File: config.mk
export PLATFORM = sky130hd
export DESIGN_NAME = nc_decimal_word_verifier
export DESIGN_NICKNAME = d
export VERILOG_FILES = /design/src/hdl/dwv_pkg.sv /design/src/hdl/dwv_fifo.sv /design/src/hdl/dwv_front.sv /design/src/hdl/dwv_back.sv /design/src/hdl/nc_decimal_word_verifier.sv
export SDC_FILE = /design/constraint.sdc
export NUM_CORES = 1
export LEC_CHECK = 0
export BUFFER_PORTS_ARGS = -buffer_cell sky130_fd_sc_hd__buf_4
export CORE_MARGIN = 3
export CORE_UTILIZATION = 60
export DETAILED_ROUTE_END_ITERATION = 7
export PLACE_DENSITY = 0.75
export SKIP_LAST_GASP = 1
export SYNTH_ARGS = -nofsm -noshare
export SYNTH_HDL_FRONTEND = slang
export SYNTH_SLANG_ARGS = --single-unit
File: constraint.sdc
create_clock -name i_clk -period 16 [get_ports i_clk]
set_clock_uncertainty 0.15 [all_clocks]
set_input_delay 0.8 -clock i_clk [delete_from_list [all_inputs] [get_ports i_clk]]
set_output_delay 0.8 -clock i_clk [all_outputs]
set_load 0.01 [all_outputs]
File: src/hdl/dwv_pkg.sv
// Shared types, register indexes and helper functions of the decimal word verifier.
package dwv_pkg;

    localparam int DEFAULT_MAX_COUNT = 63;
    localparam int DEFAULT_Q_DEPTH   = 2;

    localparam int CFG_IDX_W  = 3;
    localparam int CFG_DATA_W = 6;
    localparam int SIG_W      = 6;
    localparam int SIG_MAX    = 63;

    localparam logic [CFG_IDX_W-1:0] CFG_ALLOW_LZ   = 3'd0;
    localparam logic [CFG_IDX_W-1:0] CFG_IMPLIED    = 3'd1;
    localparam logic [CFG_IDX_W-1:0] CFG_INCR_CODE  = 3'd2;
    localparam logic [CFG_IDX_W-1:0] CFG_MAX_DIGITS = 3'd3;
    localparam logic [CFG_IDX_W-1:0] CFG_MIN_DIGITS = 3'd4;

    localparam logic [1:0] INCR_0_01   = 2'd0;
    localparam logic [1:0] INCR_0_001  = 2'd1;
    localparam logic [1:0] INCR_0_0001 = 2'd2;

    localparam logic [7:0] CH_ZERO  = 8'h30;
    localparam logic [7:0] CH_ONE   = 8'h31;
    localparam logic [7:0] CH_NINE  = 8'h39;
    localparam logic [7:0] CH_POINT = 8'h2E;
    localparam logic [7:0] CH_PLUS  = 8'h2B;
    localparam logic [7:0] CH_MINUS = 8'h2D;

    typedef enum logic [2:0] {
        CC_NONZERO,
        CC_ZERO,
        CC_POINT,
        CC_SIGN,
        CC_OTHER
    } t_char_class;

    typedef struct packed {
        t_char_class cls;
        logic        last;
    } t_char_item;

    typedef struct packed {
        logic             word_valid;
        logic             point_seen;
        logic [SIG_W-1:0] significant_digits;
    } t_result;

    typedef struct packed {
        logic                  allow_lz;
        logic                  implied;
        logic [1:0]            incr_code;
        logic [CFG_DATA_W-1:0] max_digits;
        logic [CFG_DATA_W-1:0] min_digits;
    } t_cfg;

    function automatic t_char_class classify(input logic [7:0] ch);
        t_char_class c;
        if (ch >= CH_ONE && ch <= CH_NINE) begin
            c = CC_NONZERO;
        end else if (ch == CH_ZERO) begin
            c = CC_ZERO;
        end else if (ch == CH_POINT) begin
            c = CC_POINT;
        end else if (ch == CH_PLUS || ch == CH_MINUS) begin
            c = CC_SIGN;
        end else begin
            c = CC_OTHER;
        end
        return c;
    endfunction

    // fraction digit limit; 0 = unsupported increment
    function automatic logic [2:0] frac_limit(input logic [1:0] code);
        logic [2:0] lim;
        case (code)
            INCR_0_01:   lim = 3'd2;
            INCR_0_001:  lim = 3'd3;
            INCR_0_0001: lim = 3'd4;
            default:     lim = 3'd0;
        endcase
        return lim;
    endfunction

endpackage

File: src/hdl/dwv_fifo.sv
// Small synchronous request queue used between the stages of the verifier.
module dwv_fifo import dwv_pkg::*; #(
    parameter int WIDTH = 4,
    parameter int DEPTH = DEFAULT_Q_DEPTH
) (
    input  logic             i_clk,
    input  logic             i_rst_n,
    input  logic             i_push,
    input  logic [WIDTH-1:0] i_data,
    output logic             o_full,
    input  logic             i_pop,
    output logic [WIDTH-1:0] o_data,
    output logic             o_empty
);
    localparam int PW = $clog2(DEPTH);
    localparam int CW = $clog2(DEPTH + 1);

    logic [WIDTH-1:0] r_mem [DEPTH];
    logic [PW-1:0]    r_wr_ptr, r_rd_ptr;
    logic [CW-1:0]    r_count;
    logic             do_push, do_pop;

    assign o_full  = (r_count == CW'(DEPTH));
    assign o_empty = (r_count == '0);
    assign do_push = i_push && !o_full;
    assign do_pop  = i_pop && !o_empty;
    assign o_data  = r_mem[r_rd_ptr];

    always_ff @(posedge i_clk) begin
        if (do_push) begin
            r_mem[r_wr_ptr] <= i_data;
        end
    end

    always_ff @(posedge i_clk) begin
        if (!i_rst_n) begin
            r_wr_ptr <= '0;
            r_rd_ptr <= '0;
            r_count  <= '0;
        end else begin
            if (do_push) begin
                r_wr_ptr <= (r_wr_ptr == PW'(DEPTH - 1)) ? '0 : r_wr_ptr + 1'b1;
            end
            if (do_pop) begin
                r_rd_ptr <= (r_rd_ptr == PW'(DEPTH - 1)) ? '0 : r_rd_ptr + 1'b1;
            end
            if (do_push && !do_pop) begin
                r_count <= r_count + 1'b1;
            end else if (do_pop && !do_push) begin
                r_count <= r_count - 1'b1;
            end
        end
    end

endmodule

File: src/hdl/dwv_front.sv
// Front end: takes characters, classifies them and hands them to the work queue.
module dwv_front import dwv_pkg::*; (
    input  logic       i_clk,
    input  logic       i_rst_n,
    input  logic       i_push,
    input  logic [7:0] i_char_code,
    input  logic       i_last_char,
    output logic       o_full,
    output logic       o_q_push,
    output t_char_item o_q_item,
    input  logic       i_q_full
);
    logic       r_vld;
    t_char_item r_item;
    logic       accept;

    assign o_q_push = r_vld && !i_q_full;
    assign o_full   = r_vld && i_q_full;
    assign accept   = i_push && !o_full;
    assign o_q_item = r_item;

    always_ff @(posedge i_clk) begin
        if (accept) begin
            r_item.cls  <= classify(i_char_code);
            r_item.last <= i_last_char;
        end
    end

    always_ff @(posedge i_clk) begin
        if (!i_rst_n) begin
            r_vld <= 1'b0;
        end else if (accept) begin
            r_vld <= 1'b1;
        end else if (o_q_push) begin
            r_vld <= 1'b0;
        end
    end

endmodule

File: src/hdl/dwv_back.sv
// Back end: word counters, end-of-word snapshot and format judgement.
module dwv_back import dwv_pkg::*; #(
    parameter int MAX_COUNT = DEFAULT_MAX_COUNT
) (
    input  logic       i_clk,
    input  logic       i_rst_n,
    input  t_cfg       i_cfg,
    input  logic       i_q_empty,
    input  t_char_item i_q_item,
    output logic       o_q_pop,
    output logic       o_res_push,
    output t_result    o_res,
    input  logic       i_res_full
);
    localparam int CW = $clog2(MAX_COUNT + 1);

    typedef struct packed {
        logic          err;
        logic          pt;
        logic [CW-1:0] lz;
        logic [CW-1:0] tz;
        logic [CW-1:0] dc;
        logic [CW-1:0] idc;
    } t_snap;

    function automatic logic [CW-1:0] sat_inc(input logic [CW-1:0] v);
        return (v >= CW'(MAX_COUNT)) ? CW'(MAX_COUNT) : v + 1'b1;
    endfunction

    function automatic logic [CW-1:0] sat_sub(input logic [CW-1:0] a, input logic [CW-1:0] b);
        return (a > b) ? a - b : '0;
    endfunction

    // word state
    logic          r_err, r_first, r_pt;
    logic [CW-1:0] r_lz, r_tz, r_nz, r_dc, r_idc;
    logic          n_err, n_pt;
    logic [CW-1:0] n_lz, n_tz, n_nz, n_dc, n_idc;

    logic  r_snap_vld;
    t_snap r_snap;
    logic  take;

    assign o_res_push = r_snap_vld && !i_res_full;
    assign take       = !i_q_empty && (!r_snap_vld || !i_res_full);
    assign o_q_pop    = take;

    always_comb begin
        n_err = r_err;
        n_pt  = r_pt;
        n_lz  = r_lz;
        n_tz  = r_tz;
        n_nz  = r_nz;
        n_dc  = r_dc;
        n_idc = r_idc;
        case (i_q_item.cls)
            CC_NONZERO: begin
                if (r_pt) begin
                    n_tz = '0;
                end
                n_nz = sat_inc(r_nz);
                n_dc = sat_inc(r_dc);
            end
            CC_ZERO: begin
                if (!r_pt) begin
                    if (r_nz == '0) begin
                        n_lz = sat_inc(r_lz);
                    end
                end else begin
                    n_tz = sat_inc(r_tz);
                end
                n_dc = sat_inc(r_dc);
            end
            CC_POINT: begin
                if (r_pt) begin
                    n_err = 1'b1;
                end else begin
                    n_pt  = 1'b1;
                    n_idc = sat_sub(r_dc, r_lz);
                end
            end
            CC_SIGN: begin
                if (!r_first) begin
                    n_err = 1'b1;
                end
            end
            default: begin
                n_err = 1'b1;
            end
        endcase
    end

    always_ff @(posedge i_clk) begin
        if (take && i_q_item.last) begin
            r_snap.err <= n_err;
            r_snap.pt  <= n_pt;
            r_snap.lz  <= n_lz;
            r_snap.tz  <= n_tz;
            r_snap.dc  <= n_dc;
            r_snap.idc <= n_idc;
        end
    end

    always_ff @(posedge i_clk) begin
        if (!i_rst_n) begin
            r_err      <= 1'b0;
            r_first    <= 1'b1;
            r_pt       <= 1'b0;
            r_lz       <= '0;
            r_tz       <= '0;
            r_nz       <= '0;
            r_dc       <= '0;
            r_idc      <= '0;
            r_snap_vld <= 1'b0;
        end else begin
            if (take) begin
                if (i_q_item.last) begin
                    r_err   <= 1'b0;
                    r_first <= 1'b1;
                    r_pt    <= 1'b0;
                    r_lz    <= '0;
                    r_tz    <= '0;
                    r_nz    <= '0;
                    r_dc    <= '0;
                    r_idc   <= '0;
                end else begin
                    r_err   <= n_err;
                    r_first <= 1'b0;
                    r_pt    <= n_pt;
                    r_lz    <= n_lz;
                    r_tz    <= n_tz;
                    r_nz    <= n_nz;
                    r_dc    <= n_dc;
                    r_idc   <= n_idc;
                end
            end
            if (take && i_q_item.last) begin
                r_snap_vld <= 1'b1;
            end else if (o_res_push) begin
                r_snap_vld <= 1'b0;
            end
        end
    end

    // judgement on the captured word
    logic [2:0]    lim;
    logic [CW-1:0] all_d, sig_d, lead_d, trail_d;
    logic [CW:0]   total;
    logic          bad;

    always_comb begin
        lim   = frac_limit(i_cfg.incr_code);
        all_d = sat_sub(r_snap.dc, r_snap.tz);
        sig_d = sat_sub(all_d, r_snap.lz);
        bad   = r_snap.err || (r_snap.dc == '0) || (!i_cfg.allow_lz && r_snap.lz != '0);
        if (!r_snap.pt) begin
            lead_d  = sig_d;
            trail_d = '0;
            if (lead_d != '0 && i_cfg.implied) begin
                if (lim == 3'd0) begin
                    bad = 1'b1;
                end
                trail_d = CW'(lim);
            end
        end else begin
            lead_d  = r_snap.idc;
            trail_d = sat_sub(sig_d, r_snap.idc);
            if (lim == 3'd0 || 32'(trail_d) > 32'(lim)) begin
                bad = 1'b1;
            end
        end
        total = (CW + 1)'(lead_d) + (CW + 1)'(trail_d);
        if (total != '0 && (32'(total) > 32'(i_cfg.max_digits)
                            || 32'(total) < 32'(i_cfg.min_digits))) begin
            bad = 1'b1;
        end
        o_res.word_valid = !bad;
        o_res.point_seen = !bad && r_snap.pt;
        if (bad) begin
            o_res.significant_digits = '0;
        end else if (32'(total) > 32'(SIG_MAX)) begin
            o_res.significant_digits = SIG_W'(SIG_MAX);
        end else begin
            o_res.significant_digits = SIG_W'(total);
        end
    end

endmodule

File: src/hdl/nc_decimal_word_verifier.sv
// Top level of the decimal word verifier: configuration registers and stage wiring.
//
// Usage:
//   Characters of a program word enter as requests on the input queue side:
//   a request is taken at a rising edge with push high and full low. Mark the
//   final character of a word with i_last_char; only that character produces
//   a result. Results leave on the output queue side: while empty is low the
//   oldest result sits on o_word_valid / o_point_seen / o_significant_digits
//   and is taken at an edge with pop high.
//   Throughput: one character per cycle sustained while full stays low. Each
//   character passes a classify register, a two-entry work queue and the
//   counter stage; the last one of a word also fills the snapshot register.
//   The judgement stage reads that register. Stalls: if pop is held low,
//   results collect in the output queue, then the snapshot register; characters
//   then fill the work queue and the classify register, and only then does
//   full rise.
//   Reset (synchronous, i_rst_n low) empties all queues, clears the word
//   state and loads the register defaults. Configuration writes are taken
//   at once and should only be made while no word is in flight.
module nc_decimal_word_verifier import dwv_pkg::*; #(
    parameter int MAX_COUNT = DEFAULT_MAX_COUNT,
    parameter int Q_DEPTH   = DEFAULT_Q_DEPTH
) (
    input  logic                  i_clk,
    input  logic                  i_rst_n,
    // configuration write port
    input  logic                  i_cfg_wr_en,
    input  logic [CFG_IDX_W-1:0]  i_cfg_idx,
    input  logic [CFG_DATA_W-1:0] i_cfg_data,
    // character requests
    input  logic                  push,
    output logic                  full,
    input  logic [7:0]            i_char_code,
    input  logic                  i_last_char,
    // result requests
    output logic                  empty,
    input  logic                  pop,
    output logic                  o_word_valid,
    output logic                  o_point_seen,
    output logic [SIG_W-1:0]      o_significant_digits
);
    localparam int ITEM_W = $bits(t_char_item);
    localparam int RES_W  = $bits(t_result);

    t_cfg r_cfg;

    // register file; indexes beyond the list are ignored
    always_ff @(posedge i_clk) begin
        if (!i_rst_n) begin
            r_cfg.allow_lz   <= 1'b1;
            r_cfg.implied    <= 1'b0;
            r_cfg.incr_code  <= INCR_0_001;
            r_cfg.max_digits <= CFG_DATA_W'(8);
            r_cfg.min_digits <= '0;
        end else if (i_cfg_wr_en) begin
            case (i_cfg_idx)
                CFG_ALLOW_LZ:   r_cfg.allow_lz   <= i_cfg_data[0];
                CFG_IMPLIED:    r_cfg.implied    <= i_cfg_data[0];
                CFG_INCR_CODE:  r_cfg.incr_code  <= i_cfg_data[1:0];
                CFG_MAX_DIGITS: r_cfg.max_digits <= i_cfg_data;
                CFG_MIN_DIGITS: r_cfg.min_digits <= i_cfg_data;
                default: begin
                end
            endcase
        end
    end

    // front -> work queue
    logic       wq_push, wq_full, wq_pop, wq_empty;
    t_char_item wq_in, wq_out;

    dwv_front u_front (
        .i_clk       (i_clk),
        .i_rst_n     (i_rst_n),
        .i_push      (push),
        .i_char_code (i_char_code),
        .i_last_char (i_last_char),
        .o_full      (full),
        .o_q_push    (wq_push),
        .o_q_item    (wq_in),
        .i_q_full    (wq_full)
    );

    dwv_fifo #(
        .WIDTH (ITEM_W),
        .DEPTH (Q_DEPTH)
    ) u_work_q (
        .i_clk   (i_clk),
        .i_rst_n (i_rst_n),
        .i_push  (wq_push),
        .i_data  (wq_in),
        .o_full  (wq_full),
        .i_pop   (wq_pop),
        .o_data  (wq_out),
        .o_empty (wq_empty)
    );

    // back end -> result queue
    logic    rq_push, rq_full;
    t_result rq_in, rq_out;

    dwv_back #(
        .MAX_COUNT (MAX_COUNT)
    ) u_back (
        .i_clk      (i_clk),
        .i_rst_n    (i_rst_n),
        .i_cfg      (r_cfg),
        .i_q_empty  (wq_empty),
        .i_q_item   (wq_out),
        .o_q_pop    (wq_pop),
        .o_res_push (rq_push),
        .o_res      (rq_in),
        .i_res_full (rq_full)
    );

    dwv_fifo #(
        .WIDTH (RES_W),
        .DEPTH (Q_DEPTH)
    ) u_res_q (
        .i_clk   (i_clk),
        .i_rst_n (i_rst_n),
        .i_push  (rq_push),
        .i_data  (rq_in),
        .o_full  (rq_full),
        .i_pop   (pop),
        .o_data  (rq_out),
        .o_empty (empty)
    );

    assign o_word_valid         = rq_out.word_valid;
    assign o_point_seen         = rq_out.point_seen;
    assign o_significant_digits = rq_out.significant_digits;

endmodule
==> results.ini, run 1 <==
[critical_path]
crit_fanout = 9
critical_path_class = reg2reg
critPathMaxStageDelay_ns = 0.47
crit_required_ns = 16.08
critPathArrivalTime_ns = 8.82
crit_path_start_kind = register
cp-end-kind = register
crit_slowest_cell = or4_1

[die]
pin_count = 33
rows = 38
coreArea_um2 = 11130
initial_core_util_pct = 63.01
die_y_um = 114.1
die_x_um = 114.1
dieArea_um2 = 13020

[global_route]
grtUsageMet1_pct = 32.81
antenna_found_initial = 0
met2_usage_pct = 41.33
grt_pass1_vias = 5392
grtUsageTotal_pct = 24.75
grt_max_degree = 62
grt_pass1_wl_um = 25830
grt.overflow.total = 0
grt-busiest-layer = met2
grt_use_met3_pct = 4.387

[cells_and_area]
layout-drive-gt1-share_pct = 10.97
syn2layout_area_growth_pct = 14.01
final_common_cell = dfxtp_1
finalNetCount = 858
design_area_um2 = 7993
fillers = 838
final_util_pct = 71.84
stdcell_count = 933
mostFrequentLayoutCells = dfxtp_1, inv_1, nor2_1, edfxtp_1, ha_1
antennaDiodeCount = 0

[logic_synthesis]
ys_types = 67
synth.avg_cell_area_um2 = 9.335
ys_ff_latch = 115
synthFlopType = dfxtp_1
syn_inst = 751
syn-cell-area_um2 = 7010
seq_area_frac_synth_pct = 40.55
syn_nets = 829
synth-edff-count = 54
synthArstFlopShare_pct = 0
yosysWarnings = 0

[timing]
rsz0062_at_grt = no
fmax_mhz = 114.4
fin_tns_setup_ns = 0
period_share_pct = 54.63
setup-violations-final = 0
hold_slack_ns = 0.3060
period_needed_ns = 8.741
tightest_slew_ns = 1.124
slew_headroom_pct = 25.01
finalHoldViolCount = 0
final_max_slew_viol_count = 0

[placement]
gp_congestion = 0.8980
place_inst = 901
dp_hpwl_um = 11260
dpl_cell_area_um2 = 7353
portBuffers = 32

[min_path]
hp-class = reg2reg

[route]
wl_per_cell_um = 16.50
drt_iter0_markers = 420
vias_per_cell = 6.041
drc = 0
vias = 5636
final_antenna_net_count = 0
wirelength_um = 15400
drt_pass1_iterations = 5

[cts]
cts_root_buffer = clkbuf_16
cts_made_buffers = 17
h-tree-depth = 4
clock_path_buffers = 2
cts_setup_buffers = 0
clk_latency_ns = 0.41
cts.sinks = 115
cts_resized = 0
cts_hold_buf = 0
cts_tree = built
clk_pin_slew_ns = 0.05

[power]
p_leak_nw = 3.191
ir_drop_mv = 0.1566
powerDensity_nw_per_um2 = 198.3

[status]
status = complete, no violations

[run]
max_cap_viol_count = 0

-- cells by family (layout without fill, tap and decap cells) --
logic type | Yosys count | in the layout | share of synthesized area (%)
adders and majority gates | 56 | 56 | 10.49
buffers and inverters | 83 | 125 | 4.462
DFF | 115 | 115 | 40.55
and+or+nand+nor | 265 | 265 | 19.63
AOI/OAI and AO/OA | 174 | 174 | 16.76
muxes | 34 | 34 | 5.104
xor gates and xnor gates | 24 | 24 | 2.998
-- critical path: cells and delay by family (launching register included) --
family                     cells  cell delay, ns
and+or+nand+nor               12            2.62
AOI/OAI and AO/OA             16            3.22
adders and majority gates      7            2.19
DFF                            1            0.37
-- metrics by stage --
stage	setup slack, ns	total power, mW
2_1_floorplan	8.366	0.9856
3_3_place_gp	7.979	1.144
3_5_place_dp	7.498	1.170
4_1_cts	7.409	1.579
5_1_grt	6.583	1.691
6_report	7.259	1.585
-- final timing paths --
| check | startpoint | to | slack (ns) | cells after the start |
|---|---|---|---|---|
| worst max-delay path | u_back.r_snap[12] | u_res_q.r_mem[1][3] | 7.26 | 35 |
| worst min-delay path | u_front.o_q_item[1] | u_work_q.r_mem[0][1] | 0.31 | 0 |
| worst max register to register | u_back.r_snap[12] | u_res_q.r_mem[1][3] | 7.26 | 35 |
| worst min register to register | u_front.o_q_item[1] | u_work_q.r_mem[0][1] | 0.31 | 0 |
-- routing by layer --
metal  wire (µm)  part of all wire [%]  vias up
met4         197                   1.3        0
met2        7586                    49      158
met1        6925                    45     2686
met5           0                     0        -
met3         686                   4.5       21
li1            -                     -     2771
-- registers in the layout (all words and copies together) (netlist names), 2 cells and up, named ones only --
signal and flops:
r_cfg 16, u_res_q.r_count 2, u_back.r_dc 6, u_back.r_lz 6
u_work_q.r_count 2, u_back.r_idc 6, u_front.o_q_item 4, u_back.r_nz 6
u_back.r_snap 26, u_res_q.r_mem 16, u_work_q.r_mem 8, u_back.r_tz 6
-- cell type report --
type                            instances  area (µm²)  area share, %
Multi-Input combinational cell        553        3859          48.28
Sequential cell                       115        2843          35.57
Clock buffer                           26       553.0          6.919
Timing Repair Buffer                   34       255.2          3.193
Inverter                               59       221.5          2.771
Tap cell                              140       175.2          2.192
Clock inverter                          6       86.33          1.080
-- synth_stat cells (all sizes together) (7+ instances only) --
cell	number	share of area, %
xnor2	16	2.0
mux2	14	2.2
xor2	8	1.0
and3	10	0.89
a21boi	7	0.80
o21ai	30	2.1
nor3	9	0.64
nor2	59	3.2
dfxtp	61	17
a21oi	42	3.0
nor2b	49	4.4
a31oi	9	0.80
mux2i	20	2.9
clkbuf	21	1.1
nand2b	12	1.1
nand4	8	0.71
ha	50	8.9
nand3	25	1.8
nand2	49	2.6
edfxtp	54	23
inv	59	3.2
a21o	12	1.3
a22oi	24	2.6
and2	15	1.3
-- power by group --
part / switching, mW / leakage [nW] / internal, mW / total (mW)
sequential: 0.0316 / 1.00 / 0.371 / 0.403
combinational: 0.462 / 1.88 / 0.322 / 0.784
clock: 0.129 / 0.312 / 0.269 / 0.398
(Power assumes the default switching activity.)
==> inputs of run 2 (changes only) <==
clock period = 8.68 ns   (was 16 ns; I/O delays follow)
==> results.ini, run 2 (synthesized netlist as in run 1, its figures left out) <==
[power]
ir_drop_mv = 0.3395  ; was 0.1566 mV
power_mw = 3.030  ; was 1.585 mW
p_leak_nw = 3.188  ; was 3.191 nW
powerDensity_nw_per_um2 = 375.2  ; was 198.3 nW/µm²

[cts]
cts_made_buffers = 17  ; unchanged
cts.sinks = 115  ; unchanged
clk_latency_ns = 0.41  ; about the same
clk_pin_slew_ns = 0.05  ; about the same
cts_tree = built  ; unchanged
h-tree-depth = 4  ; unchanged
clock_path_buffers = 2  ; unchanged
cts_root_buffer = clkbuf_16  ; unchanged

[status]
status = complete, no violations  ; unchanged

[timing]
period_share_pct = 95.99  ; was 54.63%
setup-violations-final = 0  ; unchanged
final_max_slew_viol_count = 0  ; unchanged
fmax_mhz = 120.0  ; was 114.4 MHz
slew_headroom_pct = 26.29  ; was 25.01%
finalHoldViolCount = 0  ; unchanged
tightest_slew_ns = 1.104  ; was 1.124 ns
period_needed_ns = 8.332  ; was 8.741 ns
hold_slack_ns = 0.05289  ; was 0.3060 ns

[global_route]
grt.overflow.total = 0  ; unchanged
grt-busiest-layer = met2  ; unchanged
grtUsageMet1_pct = 32.56  ; was 32.81%
met2_usage_pct = 41.53  ; was 41.33%
grt_use_met3_pct = 4.070  ; was 4.387%
grt_pass1_wl_um = 26070  ; was 25,830 µm
grtUsageTotal_pct = 24.81  ; was 24.75%
antenna_found_initial = 0  ; unchanged
grt_pass1_vias = 5495  ; was 5,392
grt_max_degree = 62  ; unchanged

[route]
wl_per_cell_um = 16.89  ; was 16.50 µm
drt_iter0_markers = 435  ; was 420
final_antenna_net_count = 0  ; unchanged
drc = 0  ; unchanged
drt_pass1_iterations = 7  ; was 5
vias_per_cell = 6.044  ; was 6.041
wirelength_um = 15800  ; was 15,400 µm
vias = 5651  ; was 5,636

[cells_and_area]
fillers = 828  ; was 838
finalNetCount = 860  ; was 858
mostFrequentLayoutCells = dfxtp_1, inv_1, nor2_1, edfxtp_1  ; was dfxtp_1, inv_1, nor2_1, edfxtp_1, ha_1
regMostFlops = u_back.r_snap  ; unchanged
largest_reg_flops = 26  ; unchanged
top_regs = u_back.r_snap (26), r_cfg (16), u_res_q.r_mem (16)  ; unchanged
syn2layout_area_growth_pct = 15.21  ; was 14.01%
antennaDiodeCount = 0  ; unchanged
layout-drive-gt1-share_pct = 14.34  ; was 10.97%
final_common_cell = dfxtp_1  ; unchanged

[critical_path]
crit_fanout = 8  ; was 9
cp-end-kind = register  ; unchanged
path_common_cell = ha_1
critPathMaxStageDelay_ns = 0.58  ; was 0.47 ns
crit_path_start_kind = register  ; unchanged
critical_path_class = reg2reg  ; unchanged
crit_family = simple AND/OR/NAND/NOR gates  ; was compound AO/OA/AOI/OAI gates
cp_num_buf_inv = 2  ; was 0
crit_required_ns = 8.78  ; was 16.08 ns
critPathArrivalTime_ns = 8.44  ; was 8.82 ns
crit_slowest_cell = or4_4  ; was or4_1

[die]
die_y_um = 114.1  ; unchanged
dieArea_um2 = 13020  ; unchanged
rows = 38  ; unchanged
initial_core_util_pct = 63.01  ; unchanged
die_x_um = 114.1  ; unchanged
pin_count = 33  ; unchanged
coreArea_um2 = 11130  ; unchanged

[placement]
dp_hpwl_um = 11300  ; was 11,260 µm
gp_congestion = 0.8979  ; was 0.8980
portBuffers = 32  ; unchanged

[run]
max_cap_viol_count = 0  ; unchanged

[min_path]
hp-class = in2reg  ; was reg2reg

## run 2: area by class of cell
| type | instances | area, µm² | area share [%] |
|---|---|---|---|
| sequential | 115 | 2843 | 35.20 |
| tap | 140 | 175.2 | 2.169 |
| multi-input combinational | 553 | 3990 | 49.40 |
| inverter | 59 | 221.5 | 2.742 |
| clock buffer | 23 | 499.2 | 6.181 |
| clock inverter | 9 | 77.57 | 0.9605 |
| timing repair buffer | 36 | 270.3 | 3.346 |
## run 2: final timing paths
path | start | to | slack, ns | cells after the start
worst max register to register | u_back.r_snap[6] | u_res_q.r_mem[0][5] | 0.35 | 38
worst min-delay path | i_last_char | u_front.o_q_item[0] | 0.05 | 1
worst max-delay path | u_back.r_snap[6] | u_res_q.r_mem[0][5] | 0.35 | 38
worst min register to register | u_front.o_q_item[3] | u_work_q.r_mem[1][3] | 0.30 | 0
## run 2: through the flow
step | worst slack, ns | utilization, % | cell area, µm² | TNS (ns) | std cells
floorplan | 1.046 | - | 7010 | 0 | 751
global placement | 0.6586 | 66.09 | 7353 | 0 | 901
detailed placement | 0.1478 | 66.09 | 7353 | 0 | 901
CTS | 0.09972 | 71.39 | 7943 | 0 | 933
global route | -0.1888 | 72.59 | 8077 | -2.555 | 935
finish | 0.3480 | 72.59 | 8077 | 0 | 935
## run 2: per-layer routing
layer | part of all wire (%) | up-vias
met5 | 0 | -
met4 | 1.6 | 0
met3 | 4.6 | 28
met2 | 49 | 180
met1 | 45 | 2666
li1 | - | 2777
## run 2: timing repair
item	4_1_cts	5_1_grt
setup endpoints to repair	12	16
setup buffers	0	2
pin swaps	0	3
hold buffers	0	0
gates resized for setup	2	26
## run 2: report_power, final
group | internal, mW | total [mW] | switching, mW
clock | 0.431 | 0.669 | 0.238
combinational | 0.665 | 1.62 | 0.954
sequential | 0.684 | 0.742 | 0.0582
total | 1.78 | 3.03 | 1.25
